### config.mk
export PLATFORM = sky130hd
export DESIGN_NAME = dpec_fifo
export DESIGN_NICKNAME = d
export VERILOG_FILES = /design/src/hw/rtl/dpec_pkg.sv /design/src/hw/rtl/dpec_fifo.sv
export VERILOG_INCLUDE_DIRS = /design/src /design/src/hw/rtl
export SDC_FILE = /design/constraint.sdc
export NUM_CORES = 1
export LEC_CHECK = 0
export ABC_AREA = 1
export BUFFER_PORTS_ARGS = -buffer_cell sky130_fd_sc_hd__buf_2
export CORE_UTILIZATION = 32
export DETAILED_ROUTE_END_ITERATION = 10
export HOLD_SLACK_MARGIN = 0.02
export SETUP_SLACK_MARGIN = 0.3
export SLEW_MARGIN = 20
export SYNTH_ARGS = -nofsm -noshare
export SYNTH_HDL_FRONTEND = slang
export SYNTH_SLANG_ARGS = --single-unit
### constraint.sdc
create_clock -name clk -period 12.3 [get_ports clk]
set_clock_uncertainty 0.2 [all_clocks]
set_input_delay 1.23 -clock clk [delete_from_list [all_inputs] [get_ports clk]]
set_output_delay 1.23 -clock clk [all_outputs]
set_load 0.05 [all_outputs]
### src/hw/rtl/assert_macros.svh
// assertion macros shared by the rtl of the disc pair collision block
// expects clk and rst_n in the scope of the module that uses them
`ifndef ASSERT_MACROS_SVH
`define ASSERT_MACROS_SVH

// property must hold at every clock edge out of reset
`define DPEC_ASSERT(lbl, prop, msg) \
  lbl: assert property (@(posedge clk) disable iff (!rst_n) prop) else $error(msg);

// condition must never be seen at a clock edge out of reset
`define DPEC_ASSERT_NEVER(lbl, cond, msg) \
  lbl: assert property (@(posedge clk) disable iff (!rst_n) !(cond)) else $error(msg);

`endif

### src/hw/rtl/dpec_pkg.sv
// types and constants shared by the disc pair collision rtl
// no dependencies
`default_nettype none

package dpec_pkg;

  localparam int Q_W        = 19;
  localparam int NUM_W      = 62;
  localparam int DEN_W      = 43;
  localparam int PH_W       = 22;
  localparam int FIFO_DEPTH = 4;

  typedef enum logic [1:0] {
    ST_APART      = 2'd0,
    ST_SEPARATING = 2'd1,
    ST_IMPULSE    = 2'd2
  } status_t;

  typedef struct packed {
    logic signed [15:0] v1x;
    logic signed [15:0] v1y;
    logic signed [15:0] v2x;
    logic signed [15:0] v2y;
    logic [15:0]        m1;
    logic [15:0]        m2;
    logic signed [13:0] dx;
    logic signed [13:0] dy;
    logic [24:0]        dist2;
    logic signed [31:0] dot;
    status_t            status;
  } item_t;

  typedef struct packed {
    logic signed [15:0] v1x;
    logic signed [15:0] v1y;
    logic signed [15:0] v2x;
    logic signed [15:0] v2y;
    status_t            status;
    logic               neg_x;
    logic               neg_y;
  } side_t;

endpackage

`default_nettype wire

### src/hw/rtl/dpec_fifo.sv
// short request queue between the classifying front end and the impulse back end
// depends on dpec_pkg and assert_macros.svh
`default_nettype none
`include "assert_macros.svh"

module dpec_fifo (
  input  logic            clk,
  input  logic            rst_n,
  input  logic            push,
  input  dpec_pkg::item_t wdata,
  input  logic            pop,
  output dpec_pkg::item_t rdata,
  output logic            full,
  output logic            empty
);
  import dpec_pkg::*;

  localparam int AW = $clog2(FIFO_DEPTH);

  item_t         mem_r [FIFO_DEPTH];
  logic [AW-1:0] wp_r, rp_r;
  logic [AW:0]   cnt_r;

  assign full  = (cnt_r == (AW+1)'(FIFO_DEPTH));
  assign empty = (cnt_r == '0);
  assign rdata = mem_r[rp_r];

  always_ff @(posedge clk) begin
    if (push) begin
      mem_r[wp_r] <= wdata;
    end
  end

  always_ff @(posedge clk) begin
    if (!rst_n) begin
      wp_r  <= '0;
      rp_r  <= '0;
      cnt_r <= '0;
    end else begin
      if (push) begin
        wp_r <= wp_r + 1'b1;
      end
      if (pop) begin
        rp_r <= rp_r + 1'b1;
      end
      if (push && !pop) begin
        cnt_r <= cnt_r + 1'b1;
      end else if (pop && !push) begin
        cnt_r <= cnt_r - 1'b1;
      end
    end
  end

  `DPEC_ASSERT_NEVER(a_no_overflow, push && full && !pop, "request pushed into full queue")
  `DPEC_ASSERT_NEVER(a_no_underflow, pop && empty, "request popped from empty queue")
  `DPEC_ASSERT(a_count_up, (push && !pop) |=> (cnt_r == $past(cnt_r) + 1'b1), "count lost a push")

endmodule

`default_nettype wire

======== Yosys cells after proc, flatten, opt, wreduce, memory -nomap -nowiden ========
Memories as Yosys holds them, arrays and structs flattened. A register that Yosys moved wholly into a read port is not among the register bits.
Index checks and enable logic that the tools add are counted.
storage, ports and cells
  bits in registers ....................... 7
  bits in writable memories ............... 732
  input port bits ......................... 187
  output and inout bits ................... 185
  word-level logic and storage cells ...... 21
  memories ................................ 1
operators by class
  add/sub/neg operators ................... 4
  equal/unequal tests ..................... 1
  muxes and demuxes ....................... 6
  reduce and logical (&&, ||, !) cells .... 6
memories
  memory  depth  bits a word  read ports  clocked after memory_dff  wr ports  line             RTL
  mem_r   4      183          1           1                         1         dpec_fifo.sv:20  item_t mem_r [FIFO_DEPTH];
operator list
  cell                                                                count
  3-bit 2-to-1 mux                                                    2
  2-bit by 1-bit adder with 2-bit output, second input constant       2
  2-bit 2-to-1 mux                                                    2
  3-bit by 1-bit adder with 3-bit output, second input constant       1
  3-bit == test, second input constant                                1
  3-bit logical NOT                                                   1
  3-bit by 1-bit subtractor with 3-bit output, second input constant  1
  1-bit logical AND                                                   2
  1-bit logical NOT                                                   2
  1-bit 2-to-1 mux                                                    2
  2-bit nonzero test                                                  1

======== Logic depth before layout (Yosys ltp) ========
  depth in word-level cells ............... 4
  mapped depth ............................ 10

======== Worst setup path before layout ========
Ideal clock, no wire load.
  kind .................................... input port to flip-flop
  start ................................... input push
  end ..................................... memory mem_r[0][0] (netlist name), enable pin
  library setup time ...................... 0.535 ns
  arrival ................................. 4.779 ns
  slack ................................... 6.786 ns
  stages .................................. 2
  cell sequence ........................... nand2_1 -> inv_1
between the ends
  longest elaborated chain between the ends .. 2
ends and longest elaborated chain
  element                                 line             RTL
  start, declared                         dpec_fifo.sv:9   input logic push,
  1-bit 2-to-1 mux                        dpec_fifo.sv:29  if (push) begin
  1-bit 2-to-1 mux (implied by the code)  dpec_fifo.sv:30  mem_r[wp_r] <= wdata;
  end, declared                           dpec_fifo.sv:20
No other way between the ends.

==> flow_summary.toml <==
[power_and_ir_drop]
p_switching_w = 0.00158
ir_drop_mv = 0.136
combPwrFrac_pct = 12.6
leakage_nw = 11.1
power.density_mw_per_mm2 = 181
pwr-share-clk_pct = 38.0
pwr-share-seq_pct = 49.4
internal-power_w = 0.00434
sw_frac_of_total_pct = 26.6

[placement]
dp_slack_ps = 7540
placed_cell_area_mm2 = 0.0303
io_buffers = 371
place_congestion = 0.747
dp_hpwl_um = 35300

[worst_setup_path]
worstPathBufferInverterCount = 3
crit_slowest_cell = "dfxtp_4"
cpMostUsedCell = "buf_4"
worst_ep_arrival_time_ps = 3840
ff2ff_path_depth = 6
crit_family = "buffers and inverters"
worstPathRequired_ps = 10870
critPathLaunchType = "flop"
rr_startpoint = "wp_r[1]$_SDFFE_PN0P_"
slowest_delay_ps = 790
critPathKind = "reg -> out"
cp_max_fo = 67
cp-end-kind = "output pin"
cp_cell_sequence = "buf_4, buf_4, o21ai_0, o22ai_1, buf_2"
r2r_setup_slack_ps = 8760
regToRegEndpoint = "mem_r[1][90]$_DFFE_PP_"

[synth]
ys_warn_count = 0
syn_area_per_cell_um2 = 15.1
yosysUniqueCellTypes = 22
synth-seq-cells = 741
seq_area_frac_synth_pct = 80.2
synth_nets = 2021
synth_area_mm2 = 0.0276
syn_inst = 1828

[detailed_routing]
firstDrtPassIters = 5
drc = 0
route.detailed.wl_per_inst_um = 19.2
vias = 16491
drtAntennaViolNets = 0
drt-initial-drc-count = 974
drt_wl_total_um = 65100
via_per_inst = 4.86

[timing]
hold_viol_final = 0
setup_viol = 0
finalMaxSlewViolations = 0
fmax_mhz = 190
setup_ws_ps = 7030
finalSetupTns_ps = 0
min_period_over_period_pct = 42.9
slew_headroom_pct = 20.7
rsz0062_at_grt = "no"
fin_crit_ps = 5270
worstMarginPinSlew_ps = 1190

[floorplanning]
die_width_um = 296
pin_count = 372
fp.dieH_um = 296
floorplan.initialDensity_pct = 32.4
rows = 107
dieArea_mm2 = 0.0875
core-area_mm2 = 0.0853

[global_routing]
grt_start_max_net_pins = 217
antenna_found_initial = 19
grt_pass1_wl_um = 95800
grt_pass1_vias = 16563
grt-ovfl-total = 0
gr-usage-all-layers_pct = 14.4

[final_layout]
layout-drive-gt1-share_pct = 22.4
syn2layout_area_growth_pct = 18.5
multi_input_area_mm2 = 0.00456
fillCellCount = 7911
register_area_mm2 = 0.0222
final_cell_mix = "edfxtp_1 (732), nor2_1 (371), buf_2 (371), o21ai_0 (220), o22ai_1 (183)"
final_common_cell = "edfxtp_1"
final_area_mm2 = 0.0327
fin_nets = 2368

[min_path]
hold_class = "reg -> reg"
min_path_cells = 1
hold_start = "rp_r[1]$_SDFFE_PN0P_"

[outcome]
status = "complete, no violations"

[cts]
clkTransAtPathRegs_ps = 60
cts_buffer_depth = 3
cts.repair.resized = 0
cts.sinks = 741
cts_hold_buf = 0
clock_latency_ps = 600
numCtsBuffers = 80
cts_root_buf = "clkbuf_16"
htreeDepth = 3
cts_setup_buffers = 0
cts_tree = "built"

[run]
drv_cap = 0
-- power by group through the flow --
stage / logic [W] / registers, W / clock network (W)
final: 0.000748 / 0.00292 / 0.00225
after global routing: 0.000796 / 0.00293 / 0.00240
after CTS: 0.000758 / 0.00292 / 0.00231
after detailed placement: 0.000757 / 0.00298 / 0
after global placement: 0.000743 / 0.00297 / 0
after floorplan: 0.000546 / 0.00298 / 0
-- sequential cells by signal, summed over array words and instances, names as in the netlist, named ones only --
name / flops
wp_r: 2
cnt_r: 3
rp_r: 2
mem_r: 732
-- worst reg2reg max path, stage by stage, from the launching register on --
cell and delay, ps:
dfxtp_1 320, inv_1 100, ha_1 160, nand2_1 130
inv_8 440, buf_4 900, buf_4 860
-- cell families after synthesis --
| kind of cell | synth area share (%) |
|---|---|
| DFF | 80.2 |
| AOI/OAI and AO/OA | 11.0 |
| and+or+nand+nor | 5.24 |
| buffers and inverters | 3.27 |
| adders and majority gates | 0.299 |
-- Yosys cell counts (all sizes together) --
master	number	share of area, %
buf	63	2.2
o22ai	183	4.1
fa	1	0.072
nand2	9	0.12
nor3	2	0.036
a21oi	4	0.072
nand4	1	0.023
o21ai	372	6.7
inv	17	0.26
nor2	371	5.0
ha	5	0.23
dfxtp	9	0.65
nand3	1	0.018
edfxtp	732	80
clkbuf	58	0.83
-- worst max path at each step --
stage	cells past startpoint	endpoint	from	slack (ps)
floorplan	2	mem_r[0][0]$_DFFE_PP_	push	6790
global placement	5	rdata[173]	flop	7570
detailed placement	5	rdata[1]	flop	7540
CTS	5	rdata[1]	flop	6860
global route	5	rdata[173]	flop	6740
finish	5	rdata[1]	flop	7030
-- final cells by class --
| cell class | instances | share of cell area [%] |
|---|---|---|
| flip-flops and latches | 741 | 67.7 |
| multi-input cells | 949 | 13.9 |
| clock buffers | 93 | 6.27 |
| repair buffers | 386 | 6.06 |
| well taps | 1144 | 4.37 |
| clock inverters | 48 | 1.19 |
| inverters | 17 | 0.348 |
| diodes | 14 | 0.107 |
-- metal layers --
layer / global-route usage [%] / wire length [um] / vias to the layer above / share of wire [%]
met2: 24.2 / 32700 / 423 / 50
met1: 17.9 / 26800 / 8281 / 41
met5: 0 / 87 / - / 0.13
li1: - / - / 7659 / -
met3: 3.26 / 3970 / 114 / 6.1
met4: 5.89 / 1610 / 14 / 2.5
-- per-stage QoR --
step | power (W) | std cells | utilization, % | hold WS (ps)
2_1_floorplan | 0.00352 | 1828 | - | 212
3_3_place_gp | 0.00371 | 3237 | 35.5 | 221
3_5_place_dp | 0.00373 | 3237 | 35.5 | 221
4_1_cts | 0.00600 | 3378 | 38.3 | 238
5_1_grt | 0.00613 | 3388 | 38.4 | 254
6_report | 0.00592 | 3392 | 38.4 | 237
Note: power is estimated with default switching activity, not from simulation.
