[src/hw/rtl/assert_macros.svh]
// assertion macros shared by the rtl of the disc pair collision block
// expects clk and rst_n in the scope of the module that uses them
`ifndef ASSERT_MACROS_SVH
`define ASSERT_MACROS_SVH

// property must hold at every clock edge out of reset
`define DPEC_ASSERT(lbl, prop, msg) \
  lbl: assert property (@(posedge clk) disable iff (!rst_n) prop) else $error(msg);

// condition must never be seen at a clock edge out of reset
`define DPEC_ASSERT_NEVER(lbl, cond, msg) \
  lbl: assert property (@(posedge clk) disable iff (!rst_n) !(cond)) else $error(msg);

`endif

[src/hw/rtl/dpec_pkg.sv]
// types and constants shared by the disc pair collision rtl
// no dependencies
`default_nettype none

package dpec_pkg;

  localparam int Q_W        = 19;
  localparam int NUM_W      = 62;
  localparam int DEN_W      = 43;
  localparam int PH_W       = 22;
  localparam int FIFO_DEPTH = 4;

  typedef enum logic [1:0] {
    ST_APART      = 2'd0,
    ST_SEPARATING = 2'd1,
    ST_IMPULSE    = 2'd2
  } status_t;

  typedef struct packed {
    logic signed [15:0] v1x;
    logic signed [15:0] v1y;
    logic signed [15:0] v2x;
    logic signed [15:0] v2y;
    logic [15:0]        m1;
    logic [15:0]        m2;
    logic signed [13:0] dx;
    logic signed [13:0] dy;
    logic [24:0]        dist2;
    logic signed [31:0] dot;
    status_t            status;
  } item_t;

  typedef struct packed {
    logic signed [15:0] v1x;
    logic signed [15:0] v1y;
    logic signed [15:0] v2x;
    logic signed [15:0] v2y;
    status_t            status;
    logic               neg_x;
    logic               neg_y;
  } side_t;

endpackage

`default_nettype wire

[src/hw/rtl/dpec_front.sv]
// front end: takes a disc pair request, works out separation and closing speed, classifies it
// depends on dpec_pkg
`default_nettype none

module dpec_front (
  input  logic                clk,
  input  logic                rst_n,
  input  logic                in_valid,
  output logic                in_ready,
  input  logic [15:0]         in_first_pos_x,
  input  logic [15:0]         in_first_pos_y,
  input  logic signed [15:0]  in_first_vel_x,
  input  logic signed [15:0]  in_first_vel_y,
  input  logic [11:0]         in_first_diameter,
  input  logic [15:0]         in_first_mass,
  input  logic [15:0]         in_second_pos_x,
  input  logic [15:0]         in_second_pos_y,
  input  logic signed [15:0]  in_second_vel_x,
  input  logic signed [15:0]  in_second_vel_y,
  input  logic [11:0]         in_second_diameter,
  input  logic [15:0]         in_second_mass,
  output logic                q_push,
  output dpec_pkg::item_t     q_item,
  input  logic                q_full
);
  import dpec_pkg::*;

  logic en;

  logic               f1_vld_r, f2_vld_r, f3_vld_r;
  logic signed [16:0] f1_dx_r, f1_dy_r, f1_dvx_r, f1_dvy_r;
  logic [12:0]        f1_dsum_r;
  logic signed [15:0] f1_v1x_r, f1_v1y_r, f1_v2x_r, f1_v2y_r;
  logic [15:0]        f1_m1_r, f1_m2_r;

  logic signed [33:0] f2_dxx_r, f2_dyy_r, f2_pdx_r, f2_pdy_r;
  logic [25:0]        f2_ds2_r;
  logic signed [16:0] f2_dx_r, f2_dy_r;
  logic signed [15:0] f2_v1x_r, f2_v1y_r, f2_v2x_r, f2_v2y_r;
  logic [15:0]        f2_m1_r, f2_m2_r;

  logic [34:0]        dist2_w;
  logic signed [34:0] dot_w;
  logic               hit;
  item_t              item_nxt;
  item_t              f3_item_r;

  assign en       = !(f3_vld_r && q_full);
  assign in_ready = en;
  assign q_push   = f3_vld_r && !q_full;
  assign q_item   = f3_item_r;

  always_ff @(posedge clk) begin
    if (!rst_n) begin
      f1_vld_r <= 1'b0;
      f2_vld_r <= 1'b0;
      f3_vld_r <= 1'b0;
    end else if (en) begin
      f1_vld_r <= in_valid;
      f2_vld_r <= f1_vld_r;
      f3_vld_r <= f2_vld_r;
    end
  end

  always_ff @(posedge clk) begin
    if (en) begin
      f1_dx_r   <= $signed({1'b0, in_second_pos_x}) - $signed({1'b0, in_first_pos_x});
      f1_dy_r   <= $signed({1'b0, in_second_pos_y}) - $signed({1'b0, in_first_pos_y});
      f1_dvx_r  <= $signed({in_second_vel_x[15], in_second_vel_x})
                 - $signed({in_first_vel_x[15], in_first_vel_x});
      f1_dvy_r  <= $signed({in_second_vel_y[15], in_second_vel_y})
                 - $signed({in_first_vel_y[15], in_first_vel_y});
      f1_dsum_r <= 13'(in_first_diameter) + 13'(in_second_diameter);
      f1_v1x_r  <= in_first_vel_x;
      f1_v1y_r  <= in_first_vel_y;
      f1_v2x_r  <= in_second_vel_x;
      f1_v2y_r  <= in_second_vel_y;
      f1_m1_r   <= in_first_mass;
      f1_m2_r   <= in_second_mass;

      f2_dxx_r <= f1_dx_r * f1_dx_r;
      f2_dyy_r <= f1_dy_r * f1_dy_r;
      f2_pdx_r <= f1_dvx_r * f1_dx_r;
      f2_pdy_r <= f1_dvy_r * f1_dy_r;
      f2_ds2_r <= f1_dsum_r * f1_dsum_r;
      f2_dx_r  <= f1_dx_r;
      f2_dy_r  <= f1_dy_r;
      f2_v1x_r <= f1_v1x_r;
      f2_v1y_r <= f1_v1y_r;
      f2_v2x_r <= f1_v2x_r;
      f2_v2y_r <= f1_v2y_r;
      f2_m1_r  <= f1_m1_r;
      f2_m2_r  <= f1_m2_r;

      f3_item_r <= item_nxt;
    end
  end

  always_comb begin
    dist2_w = 35'($unsigned(f2_dxx_r)) + 35'($unsigned(f2_dyy_r));
    dot_w   = 35'(f2_pdx_r) + 35'(f2_pdy_r);
    hit     = (dist2_w != '0) && ({dist2_w, 2'b00} <= 37'(f2_ds2_r));

    item_nxt.v1x   = f2_v1x_r;
    item_nxt.v1y   = f2_v1y_r;
    item_nxt.v2x   = f2_v2x_r;
    item_nxt.v2y   = f2_v2y_r;
    item_nxt.m1    = f2_m1_r;
    item_nxt.m2    = f2_m2_r;
    item_nxt.dx    = f2_dx_r[13:0];
    item_nxt.dy    = f2_dy_r[13:0];
    item_nxt.dist2 = dist2_w[24:0];
    item_nxt.dot   = dot_w[31:0];
    // both masses zero behave as two unit masses
    if ((f2_m1_r == '0) && (f2_m2_r == '0)) begin
      item_nxt.m1 = 16'd1;
      item_nxt.m2 = 16'd1;
    end
    if (!hit) begin
      item_nxt.status = ST_APART;
    end else if (!dot_w[34]) begin
      item_nxt.status = ST_SEPARATING;
    end else begin
      item_nxt.status = ST_IMPULSE;
    end
  end

endmodule

`default_nettype wire

[config.mk]
export PLATFORM = sky130hd
export DESIGN_NAME = dpec_front
export DESIGN_NICKNAME = d
export VERILOG_FILES = /design/src/hw/rtl/assert_macros.svh /design/src/hw/rtl/dpec_pkg.sv /design/src/hw/rtl/dpec_front.sv
export SDC_FILE = /design/constraint.sdc
export NUM_CORES = 2
export LEC_CHECK = 0
export ABC_CLOCK_PERIOD_IN_PS = 97200
export BUFFER_PORTS_ARGS = -buffer_cell sky130_fd_sc_hd__buf_2
export CAP_MARGIN = 30
export CELL_PAD_IN_SITES_DETAIL_PLACEMENT = 1
export CELL_PAD_IN_SITES_GLOBAL_PLACEMENT = 1
export CORE_MARGIN = 5
export CORE_UTILIZATION = 40
export CTS_CLUSTER_DIAMETER = 150
export CTS_CLUSTER_SIZE = 12
export DETAILED_ROUTE_END_ITERATION = 10
export PLACE_DENSITY_LB_ADDON = 0.1
export SLEW_MARGIN = 15
export SYNTH_ARGS = -nofsm -noshare
export SYNTH_HDL_FRONTEND = slang
export SYNTH_SLANG_ARGS = --single-unit
[constraint.sdc]
create_clock -name clk -period 97.2 [get_ports clk]
set_clock_uncertainty 0.2 [all_clocks]
set_input_delay 29.16 -clock clk [delete_from_list [all_inputs] [get_ports clk]]
set_output_delay 29.16 -clock clk [all_outputs]
set_load 0.02 [all_outputs]
Word-level counts from Yosys, hierarchy flattened
Index checks and enable logic that the tools add are counted.
- flip-flop bits (word level): 649
- bits of input ports: 188
- output and inout port bits: 185
- word-level logic and storage cells: 61
- add/sub/neg operators: 7
- $mul: 5
- order comparisons: 1
- mux-type cells: 1
- reductions and logical operators: 9
- operators with widths (cell ; number):
    $mul A17 B17 Y34 ; 4
    $add A34 B34 Y35 ; 2
    $sub A16 B16 Y17 ; 4
    $le A37 B26 Y1 ; 1
    $reduce_bool A35 Y1 ; 1
    $logic_not A16 Y1 ; 2
    $mul A13 B13 Y26 ; 1
    $add A12 B12 Y13 ; 1
    $logic_and A1 B1 Y1 ; 4
    $logic_not A1 Y1 ; 2
    $mux W2 ; 1

Depth between registers and ports, before layout
- depth in word-level cells: 3
- depth in mapped cells: 27
- gate-level depth less buffers: 26

Worst setup path before layout
No wires, ideal clock.
- path type: input port to output port
- start: input port q_full
- end: output port in_ready
- arrival time: 42.755 ns
- required time: 67.840 ns
- setup slack: 25.085 ns
- cell stages on the path: 1
- buffers on the path: 0
- cells stage by stage: nand2_1
- cells in the longest elaborated chain, start to end: 2
- ends and longest elaborated chain (element ; line ; source):
    start, declared ; dpec_front.sv:24 ; input logic q_full
    $logic_and A1 B1 Y1 ; dpec_front.sv:48 ; assign en = !(f3_vld_r && q_full);
    $logic_not A1 Y1 ; dpec_front.sv:48 ;
    end, declared ; dpec_front.sv:9 ; output logic in_ready,
Every way passes these cells.

Worst setup path after layout
Same ends and word-level chain as after synthesis.

==> impl_metrics.py <==
metrics = {
    "timing": {
        "totalNegativeSetupSlack_ns": 0,
        "final_hold_viol_count": 0,
        "relSlewSlack": 0.311,
        "fin_ws_ns": 37.94,
        "maxSlewViolCount": 0,
        "setup_viol": 0,
        "rsz0062_at_grt": "false",
        "fmax_mhz": 16.9,
        "period_share": 0.610,
        "min_period_ns": 59.26,
        "worstMarginPinSlew_ns": 1.03,
    },
    "drt": {
        "drc_errors": 0,
        "antenna_left": 0,
        "avgRoutedWirePerCell_um": 18.9,
        "drt-vias-per-instance": 4.94,
        "first_pass_iters": 5,
        "num_vias": 46400,
        "drt_iter0_markers": 1609,
        "wirelength_um": 178000,
    },
    "setup_path": {
        "r2r_setup_slack_ns": 89.39,
        "worst_path_most_repeated_cell": "buf_2",
        "end_kind": "primary output",
        "cpMaxStageDelayCell": "nand2_4",
        "cpPeakStageDelay_ns": 0.31,
        "arrival_ns": 29.90,
        "worstPathRequired_ns": 67.84,
        "r2r-end": "f2_dyy_r[33]$_DFFE_PN_",
        "critPathLaunchType": "input port",
        "crit_chain": "buf_2 -> nand2_4 -> buf_2",
        "cp_max_fo": 23,
        "crit_type": "in2out",
        "worstRegToRegCells": 22,
        "regToRegStartpoint": "f1_dy_r[12]$_DFFE_PN_",
    },
    "floorplan": {
        "fp.dieW_um": 435,
        "row_count": 156,
        "coreArea_sq_mm": 0.180,
        "io_pins": 373,
        "start_util": 0.401,
        "dieArea_sq_mm": 0.189,
        "die_y_um": 435,
    },
    "yosys": {
        "synth_seq_cells": 644,
        "synthCells": 6718,
        "ys_seq_area_frac": 0.267,
        "synth_top_area_share": 0.340,
        "async_reset_ff_frac": 0,
        "syn_area_per_cell_sq_um": 10.8,
        "netlist_area_sq_mm": 0.0723,
        "ys_types": 78,
        "syn_nets": 8720,
        "synth.area.top_cells": "fa_1 (34%), edfxtp_1 (27%), ha_1 (10%)",
        "synth_top_area_cell": "fa_1",
        "synth_edf_count": 641,
        "synthFlopType": "edfxtp_1",
        "yosys_warnings": 0,
    },
    "finish": {
        "layout_common_cells": "inv_1 (1582), fa_1 (1228), edfxtp_1 (641), ha_1 (586), nand2_1 (534)",
        "area_growth_pct": 8.52,
        "finish.instance_area_sq_mm": 0.0785,
        "nets": 9004,
        "stdcell_count": 9395,
        "layout_commonest_cell": "inv_1",
        "drive_gt1_frac": 0.0761,
        "fillers": 19900,
    },
    "placement": {
        "place_ws_ns": 37.91,
        "hpwl_um": 138000,
        "port_buffers": 372,
        "dp_cells": 9309,
        "gp_congestion": 0.813,
        "postPlaceCellArea_sq_mm": 0.0768,
    },
    "global_route": {
        "grt_pass1_wl_um": 292000,
        "grt_overflow_total": 0,
        "grt_pass1_vias": 53600,
        "grt_max_degree": 84,
        "antenna_found_initial": 5,
        "grt_usage": 0.193,
    },
    "worst_hold_path": {
        "hp-class": "reg2reg",
        "hold_depth": 0,
        "whs_endpoint": "f2_v2x_r[4]$_DFFE_PN_",
        "hp-start": "f1_v2x_r[4]$_DFFE_PN_",
    },
    "clock_tree": {
        "clockBufferDepth": 3,
        "cts_made_buffers": 60,
        "cts_tree": "built",
        "clkLatencyLatePin_ns": 0.73,
        "cts_resized": 0,
        "clock-sinks": 644,
        "cts_setup_buffers": 0,
        "cts-htree-levels": 2,
        "root_buffer": "clkbuf_16",
        "holdBufCountCts": 0,
        "clkTransAtPathRegs_ns": 0.06,
    },
    "outcome": {
        "status": "finished, final reports clean",
    },
    "flow_run": {
        "cap_violations": 0,
    },
}
## synth_stat cells (50+ instances only)
library cell / count
a21oi_1: 183
a21o_1: 89
xnor2_1: 217
edfxtp_1: 641
and2_1: 453
xor2_1: 60
nand2_1: 535
o21ai_0: 121
nand3_1: 50
fa_1: 1228
nor3_1: 57
ha_1: 586
clkbuf_1: 202
nor2_1: 218
inv_1: 1582
## worst max path at each step
stage	startpoint	endpoint	slack, ns	depth (start not counted)
4_1_cts	q_full	in_ready	37.91	3
5_1_grt	q_full	in_ready	37.90	3
3_5_place_dp	q_full	in_ready	37.91	3
3_3_place_gp	q_full	in_ready	37.92	3
6_report	q_full	in_ready	37.94	3
2_1_floorplan	q_full	in_ready	25.08	1
## worst max-delay path, delay by kind of cell
kind / cells / cell delay [ns]
and+or+nand+nor: 1 / 0.31
buffers and inverters: 2 / 0.42
## metal layers
metal  up-vias  share of wire  wire length [um]  GRT usage
met4         0          0.027              4790     0.0474
met2       542           0.52             92400      0.354
met3       173          0.030              5300     0.0225
li1      21400              -                 -          -
met5         -              0                 0          0
met1     24300           0.42             75300      0.244
## logic make-up (layout without fill, tap and decap cells)
| logic type | after synthesis | count (layout) | synth area share |
|---|---|---|---|
| adders and majority gates | 1814 | 1814 | 0.441 |
| other | 0 | 4 | 0 |
| DFF | 644 | 644 | 0.267 |
| and+or+nand+nor | 1523 | 1523 | 0.104 |
| muxes | 8 | 8 | 0.00116 |
| AOI/OAI and AO/OA | 662 | 662 | 0.0600 |
| buffers and inverters | 1790 | 2093 | 0.0929 |
| xor gates and xnor gates | 277 | 277 | 0.0335 |
## per-stage QoR
step	utilization	hold slack [ns]
final	0.435	0.213
after global routing	0.435	0.216
after CTS	0.435	0.215
after detailed placement	0.426	0.205
after global placement	0.426	0.200
after floorplan	-	0.200
## layout make-up
type / instances / area, sq um / area share
multi-input cells: 4284 / 46300 / 0.590
flip-flops and latches: 644 / 19300 / 0.246
inverters: 1583 / 5940 / 0.0757
well taps: 2370 / 2970 / 0.0378
repair buffers: 429 / 2310 / 0.0294
clock buffers: 76 / 1580 / 0.0202
clock inverters: 5 / 71.3 / 0.000908
diodes: 4 / 10.0 / 0.000127
## registers in the layout, indices dropped and copies added, names as in the netlist, 25 cells and up
name	cells
f2_dyy_r	33
f2_pdx_r	34
q_item	183
f2_dxx_r	33
f2_ds2_r	25
f2_pdy_r	34
Power is left out: the tool's default activity adds up to more than one toggle a clock period on the data nets, which glitch-free logic cannot reach.
